==> config.mk <==
export PLATFORM = sky130hd
export DESIGN_NAME = transition_table_fsm
export DESIGN_NICKNAME = d
export VERILOG_FILES = /design/src/rtl/core/ttf_pkg.sv /design/src/rtl/core/transition_table_fsm.sv /design/src/rtl/core/ttf_front.sv /design/src/rtl/core/ttf_queue.sv /design/src/rtl/core/ttf_back.sv
export SDC_FILE = /design/constraint.sdc
export NUM_CORES = 1
export LEC_CHECK = 0
export BUFFER_PORTS_ARGS = -buffer_cell sky130_fd_sc_hd__buf_2
export CELL_PAD_IN_SITES_DETAIL_PLACEMENT = 0
export CELL_PAD_IN_SITES_GLOBAL_PLACEMENT = 1
export CORE_UTILIZATION = 59
export DETAILED_ROUTE_END_ITERATION = 10
export GPL_TIMING_DRIVEN = 0
export PLACE_DENSITY_LB_ADDON = 0.1
export SYNTH_ARGS = -nofsm -noshare
export SYNTH_HDL_FRONTEND = slang
export SYNTH_SLANG_ARGS = --single-unit
==> constraint.sdc <==
create_clock -name clk -period 7.5 [get_ports clk]
set_input_delay 0.375 -clock clk [delete_from_list [all_inputs] [get_ports clk]]
set_output_delay 0.375 -clock clk [all_outputs]
set_load 0.005 [all_outputs]
==> src/rtl/core/ttf_pkg.sv <==
// Shared types and constants for the table-driven state machine.
package ttf_pkg;

  // Default sizes handed to the top level
  localparam int DEF_TABLE_DEPTH   = 16;
  localparam int DEF_STATE_ID_BITS = 8;

  // Widest values the command word carries
  localparam int IDX_MAX_BITS   = 8;
  localparam int STATE_MAX_BITS = 16;
  localparam int EVENT_BITS     = 16;
  localparam int PORT_IDX_BITS  = 4;
  localparam int PORT_ST_BITS   = 8;

  // Depth of the queue between front and back
  localparam int QUEUE_DEPTH = 2;

  // Action codes on the input channel
  localparam logic [1:0] ACT_LOAD  = 2'd0;
  localparam logic [1:0] ACT_EVENT = 2'd1;
  localparam logic [1:0] ACT_RESET = 2'd2;
  localparam logic [1:0] ACT_NOP   = 2'd3;

  // Command kinds after classification
  typedef enum logic [1:0] {
    CMD_LOAD,
    CMD_EVENT,
    CMD_RESET,
    CMD_NOP
  } cmd_kind_t;

  // One classified item as it travels through the queue
  typedef struct packed {
    cmd_kind_t                 kind;
    logic [IDX_MAX_BITS-1:0]   slot;
    logic                      ent_valid;
    logic [STATE_MAX_BITS-1:0] ent_source;
    logic [EVENT_BITS-1:0]     ent_evt;
    logic [STATE_MAX_BITS-1:0] ent_target;
    logic [EVENT_BITS-1:0]     evt_id;
  } cmd_t;

  // Back end sequencer states
  typedef enum logic [1:0] {
    BK_IDLE,
    BK_SCAN,
    BK_FINISH
  } bk_state_t;

endpackage

==> src/rtl/core/transition_table_fsm.sv <==
// Top level of the table-driven finite state machine.
//
//   channel | direction | handshake          | payload
//   in_     | input     | in_valid/in_stall   | action, entry fields, event id
//   out_    | output    | out_valid/out_stall | current state, matched flag
//   cfg_    | input     | cfg_wr_en           | initial state (8 bits)
//
// Load, reset and unused items go straight to the finish state; an event item
// is scanned one entry per cycle, up to the first match or last entry, in the
// single-port table memory. Reset (rst_n, synchronous) empties the queue and
// marks every table entry invalid at once. The two-entry queue keeps taking
// items while the back end scans or while a result waits under out_stall.
module transition_table_fsm
  import ttf_pkg::*;
#(
  parameter int TABLE_DEPTH   = DEF_TABLE_DEPTH,
  parameter int STATE_ID_BITS = DEF_STATE_ID_BITS
) (
  input  logic                     clk,
  input  logic                     rst_n,
  input  logic                     cfg_wr_en,
  input  logic [PORT_ST_BITS-1:0]  cfg_wr_data,
  input  logic                     in_valid,
  output logic                     in_stall,
  input  logic [1:0]               in_action,
  input  logic [PORT_IDX_BITS-1:0] in_entry_index,
  input  logic                     in_entry_valid,
  input  logic [PORT_ST_BITS-1:0]  in_entry_source,
  input  logic signed [EVENT_BITS-1:0] in_entry_event,
  input  logic [PORT_ST_BITS-1:0]  in_entry_target,
  input  logic signed [EVENT_BITS-1:0] in_event_id,
  output logic                     out_valid,
  input  logic                     out_stall,
  output logic [PORT_ST_BITS-1:0]  out_current_state,
  output logic                     out_matched
);

  cmd_t front_cmd;
  cmd_t q_data;
  logic q_full;
  logic q_not_empty;
  logic q_pop;
  logic push;

  assign in_stall = q_full;
  assign push     = in_valid && !q_full;

  // classify items
  ttf_front #(
    .TABLE_DEPTH(TABLE_DEPTH)
  ) u_front (
    .in_action      (in_action),
    .in_entry_index (in_entry_index),
    .in_entry_valid (in_entry_valid),
    .in_entry_source(in_entry_source),
    .in_entry_event (in_entry_event),
    .in_entry_target(in_entry_target),
    .in_event_id    (in_event_id),
    .cmd            (front_cmd)
  );

  // command queue
  ttf_queue u_queue (
    .clk      (clk),
    .rst_n    (rst_n),
    .push     (push),
    .push_data(front_cmd),
    .full     (q_full),
    .pop      (q_pop),
    .not_empty(q_not_empty),
    .pop_data (q_data)
  );

  // table, state and result
  ttf_back #(
    .TABLE_DEPTH  (TABLE_DEPTH),
    .STATE_ID_BITS(STATE_ID_BITS)
  ) u_back (
    .clk              (clk),
    .rst_n            (rst_n),
    .cfg_wr_en        (cfg_wr_en),
    .cfg_wr_data      (cfg_wr_data),
    .q_not_empty      (q_not_empty),
    .q_data           (q_data),
    .q_pop            (q_pop),
    .out_valid        (out_valid),
    .out_stall        (out_stall),
    .out_current_state(out_current_state),
    .out_matched      (out_matched)
  );

endmodule

==> src/rtl/core/ttf_front.sv <==
// Front end: classifies incoming items into commands for the queue.
module ttf_front
  import ttf_pkg::*;
#(
  parameter int TABLE_DEPTH = DEF_TABLE_DEPTH
) (
  input  logic [1:0]               in_action,
  input  logic [PORT_IDX_BITS-1:0] in_entry_index,
  input  logic                     in_entry_valid,
  input  logic [PORT_ST_BITS-1:0]  in_entry_source,
  input  logic [EVENT_BITS-1:0]    in_entry_event,
  input  logic [PORT_ST_BITS-1:0]  in_entry_target,
  input  logic [EVENT_BITS-1:0]    in_event_id,
  output cmd_t                     cmd
);

  logic in_range;

  // slots past the end of the table are dropped
  assign in_range = (32'(in_entry_index) < TABLE_DEPTH);

  // build the command word
  always_comb begin
    cmd.slot       = IDX_MAX_BITS'(in_entry_index);
    cmd.ent_valid  = in_entry_valid;
    cmd.ent_source = STATE_MAX_BITS'(in_entry_source);
    cmd.ent_evt    = in_entry_event;
    cmd.ent_target = STATE_MAX_BITS'(in_entry_target);
    cmd.evt_id     = in_event_id;
    unique case (in_action)
      ACT_LOAD:  cmd.kind = in_range ? CMD_LOAD : CMD_NOP;
      ACT_EVENT: cmd.kind = CMD_EVENT;
      ACT_RESET: cmd.kind = CMD_RESET;
      ACT_NOP:   cmd.kind = CMD_NOP;
    endcase
  end

endmodule

==> src/rtl/core/ttf_queue.sv <==
// Short command queue decoupling the front end from the back end.
module ttf_queue
  import ttf_pkg::*;
(
  input  logic clk,
  input  logic rst_n,
  input  logic push,
  input  cmd_t push_data,
  output logic full,
  input  logic pop,
  output logic not_empty,
  output cmd_t pop_data
);

  localparam int QPW = (QUEUE_DEPTH > 1) ? $clog2(QUEUE_DEPTH) : 1;

  cmd_t           slots_r [QUEUE_DEPTH];
  logic [QPW-1:0] wr_ptr_r;
  logic [QPW-1:0] rd_ptr_r;
  logic [QPW:0]   count_r;

  assign full      = (count_r == (QPW+1)'(QUEUE_DEPTH));
  assign not_empty = (count_r != '0);
  assign pop_data  = slots_r[rd_ptr_r];

  // storage
  always_ff @(posedge clk) begin
    if (push) begin
      slots_r[wr_ptr_r] <= push_data;
    end
  end

  // pointers and fill count
  always_ff @(posedge clk) begin
    if (!rst_n) begin
      wr_ptr_r <= '0;
      rd_ptr_r <= '0;
      count_r  <= '0;
    end else begin
      if (push) begin
        wr_ptr_r <= (wr_ptr_r == QPW'(QUEUE_DEPTH-1)) ? '0 : wr_ptr_r + 1'b1;
      end
      if (pop) begin
        rd_ptr_r <= (rd_ptr_r == QPW'(QUEUE_DEPTH-1)) ? '0 : rd_ptr_r + 1'b1;
      end
      if (push && !pop) begin
        count_r <= count_r + 1'b1;
      end else if (pop && !push) begin
        count_r <= count_r - 1'b1;
      end
    end
  end

endmodule

==> src/rtl/core/ttf_back.sv <==
// Back end: holds the transition table, runs loads, resets and event scans.
module ttf_back
  import ttf_pkg::*;
#(
  parameter int TABLE_DEPTH   = DEF_TABLE_DEPTH,
  parameter int STATE_ID_BITS = DEF_STATE_ID_BITS
) (
  input  logic                    clk,
  input  logic                    rst_n,
  input  logic                    cfg_wr_en,
  input  logic [PORT_ST_BITS-1:0] cfg_wr_data,
  input  logic                    q_not_empty,
  input  cmd_t                    q_data,
  output logic                    q_pop,
  output logic                    out_valid,
  input  logic                    out_stall,
  output logic [PORT_ST_BITS-1:0] out_current_state,
  output logic                    out_matched
);

  localparam int IW = $clog2(TABLE_DEPTH);
  localparam int CW = IW + 1;
  localparam int SB = STATE_ID_BITS;
  localparam int MW = 2*SB + EVENT_BITS;

  // table memory: source, event, target; valid bits kept in flops
  logic [MW-1:0]          mem [TABLE_DEPTH];
  logic [TABLE_DEPTH-1:0] valid_r;

  bk_state_t              state_r, state_nxt;
  logic [SB-1:0]          cur_state_r;
  logic                   state_set_r;
  logic                   matched_r;
  logic [EVENT_BITS-1:0]  ev_r;
  logic [CW-1:0]          issue_r;
  logic                   rd_pend_r;
  logic [IW-1:0]          rd_idx_r;
  logic [MW-1:0]          rd_word_r;
  logic [PORT_ST_BITS-1:0] init_r;
  logic                   out_valid_r;
  logic [PORT_ST_BITS-1:0] out_state_r;
  logic                   out_matched_r;

  logic                   rd_en;
  logic [IW-1:0]          rd_addr;
  logic                   hit;
  logic                   last;
  logic                   out_free;
  logic                   finish_wr;
  logic [SB-1:0]          rd_src;
  logic [EVENT_BITS-1:0]  rd_evt;
  logic [SB-1:0]          rd_tgt;
  logic [SB-1:0]          init_state;
  logic [STATE_MAX_BITS-1:0] init_wide;
  logic [STATE_MAX_BITS-1:0] cur_wide;
  logic [IW-1:0]          load_slot;

  // width adjustments between port widths and state id width
  assign init_wide  = STATE_MAX_BITS'(init_r);
  assign init_state = init_wide[SB-1:0];
  assign cur_wide   = STATE_MAX_BITS'(cur_state_r);
  assign load_slot  = q_data.slot[IW-1:0];
  assign rd_addr    = issue_r[IW-1:0];

  assign {rd_src, rd_evt, rd_tgt} = rd_word_r;

  // scan compare on the registered read
  assign hit  = rd_pend_r && valid_r[rd_idx_r] && (rd_src == cur_state_r) && (rd_evt == ev_r);
  assign last = rd_pend_r && (rd_idx_r == IW'(TABLE_DEPTH-1));
  assign out_free = !out_valid_r || !out_stall;

  // next state
  always_comb begin
    state_nxt = state_r;
    unique case (state_r)
      BK_IDLE: begin
        if (q_not_empty) begin
          state_nxt = (q_data.kind == CMD_EVENT) ? BK_SCAN : BK_FINISH;
        end
      end
      BK_SCAN: begin
        if (hit || last) begin
          state_nxt = BK_FINISH;
        end
      end
      BK_FINISH: begin
        if (out_free) begin
          state_nxt = BK_IDLE;
        end
      end
      default: state_nxt = BK_IDLE;
    endcase
  end

  // state outputs
  always_comb begin
    q_pop     = 1'b0;
    rd_en     = 1'b0;
    finish_wr = 1'b0;
    unique case (state_r)
      BK_IDLE:   q_pop     = q_not_empty;
      BK_SCAN:   rd_en     = (issue_r < CW'(TABLE_DEPTH));
      BK_FINISH: finish_wr = out_free;
      default: ;
    endcase
  end

  // table memory write and registered read
  always_ff @(posedge clk) begin
    if (q_pop && (q_data.kind == CMD_LOAD)) begin
      mem[load_slot] <= {q_data.ent_source[SB-1:0], q_data.ent_evt,
                         q_data.ent_target[SB-1:0]};
    end
    if (rd_en) begin
      rd_word_r <= mem[rd_addr];
    end
  end

  // payload registers
  always_ff @(posedge clk) begin
    if (q_pop) begin
      ev_r <= q_data.evt_id;
    end
    if (rd_en) begin
      rd_idx_r <= rd_addr;
    end
    if (finish_wr) begin
      out_state_r   <= cur_wide[PORT_ST_BITS-1:0];
      out_matched_r <= matched_r;
    end
  end

  // control state
  always_ff @(posedge clk) begin
    if (!rst_n) begin
      state_r     <= BK_IDLE;
      valid_r     <= '0;
      cur_state_r <= '0;
      state_set_r <= 1'b0;
      matched_r   <= 1'b0;
      issue_r     <= '0;
      rd_pend_r   <= 1'b0;
      init_r      <= '0;
      out_valid_r <= 1'b0;
    end else begin
      state_r <= state_nxt;
      if (cfg_wr_en) begin
        init_r <= cfg_wr_data;
      end
      // start of a command
      if (q_pop) begin
        matched_r <= 1'b0;
        issue_r   <= '0;
        rd_pend_r <= 1'b0;
        unique case (q_data.kind)
          CMD_LOAD: valid_r[load_slot] <= q_data.ent_valid;
          CMD_EVENT: begin
            if (!state_set_r) begin
              cur_state_r <= init_state;
              state_set_r <= 1'b1;
            end
          end
          CMD_RESET: begin
            cur_state_r <= init_state;
            state_set_r <= 1'b1;
          end
          CMD_NOP: ;
        endcase
      end
      // scan: one read issued and one entry checked per cycle
      if (state_r == BK_SCAN) begin
        rd_pend_r <= rd_en;
        if (rd_en) begin
          issue_r <= issue_r + 1'b1;
        end
        if (hit) begin
          cur_state_r <= rd_tgt;
          matched_r   <= 1'b1;
        end
      end
      // output register
      if (finish_wr) begin
        out_valid_r <= 1'b1;
      end else if (out_valid_r && !out_stall) begin
        out_valid_r <= 1'b0;
      end
    end
  end

  assign out_valid         = out_valid_r;
  assign out_current_state = out_state_r;
  assign out_matched       = out_matched_r;

endmodule
==> results.py <==
metrics = {
    "timing": {
        "grt_setup_unrepaired": "no",
        "drv_slew": 0,
        "period_share_pct": 65.45,
        "holdWs_ns": 0.04898,
        "max_slew_margin_pct": 12.19,
        "setup_viol": 0,
        "min_period_ns": 4.909,
        "worst_clock_skew_ns": 0.02565,
        "tns_ns": 0,
        "worstMarginPinSlew_ns": 1.317,
        "hold_violations": 0,
        "max_freq_ghz": 0.2037,
    },
    "place": {
        "numPortBuffers": 74,
        "post_dp_cell_area_sq_mm": 0.02983,
        "gp_congestion": 0.7657,
        "place_hpwl_um": 40810,
    },
    "min_path": {
        "hp-start": "cfg_wr_data[2]",
        "hp-class": "in -> reg",
    },
    "worst_setup_path": {
        "crit_slowest_cell": "buf_1",
        "crit_path_frequent_cell": "buf_6",
        "reg2reg_slack_ns": 2.59,
        "crit_path_cell_trace": "buf_6 -> clkbuf_1 -> buf_1 -> mux2i_1 -> ha_1 -> nand4_1 -> nor3_2 -> buf_6 -> buf_6 -> buf_6",
        "critical_path_class": "reg -> reg",
        "worstPathArrival_ns": 5.21,
        "crit_path_end_kind": "register",
        "max_stage_delay_ns": 1.03,
        "cp_max_fo": 10,
        "cp-start-kind": "register",
        "required_ns": 7.80,
    },
    "drt": {
        "vias": 13220,
        "remaining_drc_errors": 0,
        "drt_wl_total_um": 61560,
        "ant_nets": 0,
        "dr.pass1.iters": 5,
        "post_drt_via_cell_ratio": 6.126,
        "wl_per_cell_um": 28.52,
        "drtIter0Drc": 1573,
    },
    "layout": {
        "n_antenna_cell": 0,
        "final_cell_mix": "683 x edfxtp_1, 164 x mux4_2, 85 x buf_2, 77 x clkbuf_16, 56 x dlygate4sd3_1",
        "multiInputGateArea_sq_mm": 0.005958,
        "final_util_pct": 71.56,
        "final_cell_area_sq_mm": 0.03275,
        "layout_commonest_cell": "edfxtp_1",
        "drive_gt1_share_pct": 31.39,
        "nNetsFinal": 1571,
        "seqCellArea_sq_mm": 0.02147,
        "fill_cells": 2698,
        "syn_to_final_growth_pct": 18.69,
    },
    "yosys": {
        "yosys_register_bits": 731,
        "synth_edf_count": 683,
        "yosysSeqAreaShare_pct": 77.81,
        "yosys_warnings": 0,
        "syn_area_sq_mm": 0.02760,
        "yosysTopAreaCellShare_pct": 74.32,
        "synth_top_area_cell": "edfxtp_1",
        "syn_nets": 1302,
        "synthTopCellsByArea": "edfxtp_1 74%, mux4_2 13%, dfxtp_1 3.5%",
        "ys_types": 43,
        "async_reset_ff_share_pct": 0,
        "synthFlopType": "edfxtp_1",
        "synthCells": 1229,
        "synth.avg_cell_area_sq_um": 22.45,
    },
    "clock_network": {
        "clk_pin_slew_ns": 0.06,
        "ctsResizeCount": 0,
        "cts_sinks": 731,
        "clk_latency_ns": 0.61,
        "cts_tree": "done",
        "clock_tree.root_cell": "clkbuf_16",
        "clk_path_buf_depth": 3,
        "h-tree-depth": 3,
        "cts-buffers-inserted": 73,
    },
    "run_status": {
        "outcome": "finished, final reports clean",
    },
    "global_route": {
        "antenna_found_initial": 0,
        "grt_usage_pct": 27.01,
        "grt_pass1_wl_um": 88970,
        "overflow": 0,
        "grt_max_degree": 37,
        "grt_pass1_vias": 13510,
    },
    "power_and_ir_drop": {
        "cellPowerDensity_mw_per_mm2": 302.2,
        "finalPower_mw": 9.899,
        "p_leak_nw": 10.49,
        "p_switching_mw": 2.356,
        "seq_power_share_pct": 50.9,
        "peakVddDrop_mv": 0.2523,
        "switching_share_pct": 23.80,
        "combPwrFrac_pct": 13.0,
        "p_int_mw": 7.542,
        "clock_power_share_pct": 36.1,
    },
    "floorplanning": {
        "coreArea_sq_mm": 0.04577,
        "die_h_um": 218.3,
        "num_rows": 78,
        "start_util_pct": 60.29,
        "io_pins": 79,
        "die_w_um": 218.3,
        "die_area_sq_mm": 0.04764,
    },
    "run": {
        "max-cap-violations": 0,
    },
}
==> timing repair <==
action | 4_1_cts | 5_1_grt
setup buffers | 0 | 0
hold endpoints to repair | 110 | 0
hold buffers | 56 | 0
==> logic make-up (layout without fill, tap and decap cells) <==
logic type	after synthesis	after routing	synth area share (%)
xor gates and xnor gates	27	27	0.8570
buffers and inverters	66	395	1.002
and+or+nand+nor	113	113	2.331
AOI/OAI and AO/OA	33	33	0.8796
muxes	254	254	16.90
DFF	731	731	77.81
adders and majority gates	5	5	0.2267
==> final cells by class <==
cell class                 count  area share (%)
buffer                        57          0.7411
clock buffer                  93           6.097
multi-input combinational    432           18.19
sequential                   731           65.55
inverter                       9          0.1031
tap                          600           2.292
timing repair buffer         194           5.933
clock inverter                42           1.089
==> state kept, by name, summed over array words and instances, names as in the netlist, 4 cells and up, named ones only <==
| signal | cells |
|---|---|
| u_back.cur_state_r | 8 |
| u_queue.slots_r | 110 |
| u_back.mem | 512 |
| u_back.rd_idx_r | 4 |
| u_back.ev_r | 16 |
| u_back.rd_word_r | 32 |
| u_back.init_r | 8 |
| u_back.valid_r | 16 |
| u_back.issue_r | 5 |
| u_back.out_current_state | 8 |
==> power groups by stage <==
stage | registers, mW | logic, mW | clock network [mW]
6_report | 5.04 | 1.29 | 3.57
5_1_grt | 5.06 | 1.38 | 3.77
4_1_cts | 5.04 | 1.30 | 3.61
3_5_place_dp | 5.13 | 1.27 | 0
3_3_place_gp | 5.14 | 1.16 | 0
2_1_floorplan | 5.10 | 0.815 | 0
==> critical path: cells and delay by family (launching register included) <==
| family | cells | cell delay [ns] |
|---|---|---|
| buf+inv | 6 | 2.27 |
| simple gates | 2 | 1.34 |
| mux | 1 | 0.41 |
| flops | 1 | 0.33 |
| fa+ha+maj | 1 | 0.24 |
==> metrics by stage <==
| stage | std cells | setup slack (ns) |
|---|---|---|
| finish | 2158 | 2.591 |
| global route | 2158 | 2.340 |
| CTS | 2157 | 2.496 |
| detailed placement | 1966 | 2.536 |
| global placement | 1903 | -1.803 |
| floorplan | 1229 | 2.795 |
==> routing by layer <==
| metal | vias up | share of wire [%] | track usage (%) |
|---|---|---|---|
| li1 | 5655 | - | - |
| met1 | 6908 | 41 | 37.36 |
| met2 | 561 | 50 | 44.08 |
| met3 | 96 | 7.2 | 4.746 |
| met4 | 0 | 2.4 | 9.091 |
| met5 | - | 0 | 0 |
==> synthesized netlist by cell type (9+ instances only) <==
master,n
edfxtp_1,683
mux4_2,164
mux2_2,50
dfxtp_1,48
clkbuf_1,39
mux2i_1,38
nor2b_1,32
nand2_1,26
xnor2_1,26
buf_2,11
nor3_1,11
inv_1,9
==> path summary, 6_finish.rpt <==
| path | cells after the start | endpoint |
|---|---|---|
| max reg2reg | 10 | u_back.mem[7][8]$_DFFE_PP_ |
| max | 10 | u_back.mem[7][8]$_DFFE_PP_ |
| min reg2reg | 0 | u_back.out_matched$_DFFE_PP_ |
| min | 3 | u_back.init_r[2]$_SDFFE_PN0P_ |
No activity file was read; power rests on OpenSTA's default activity.
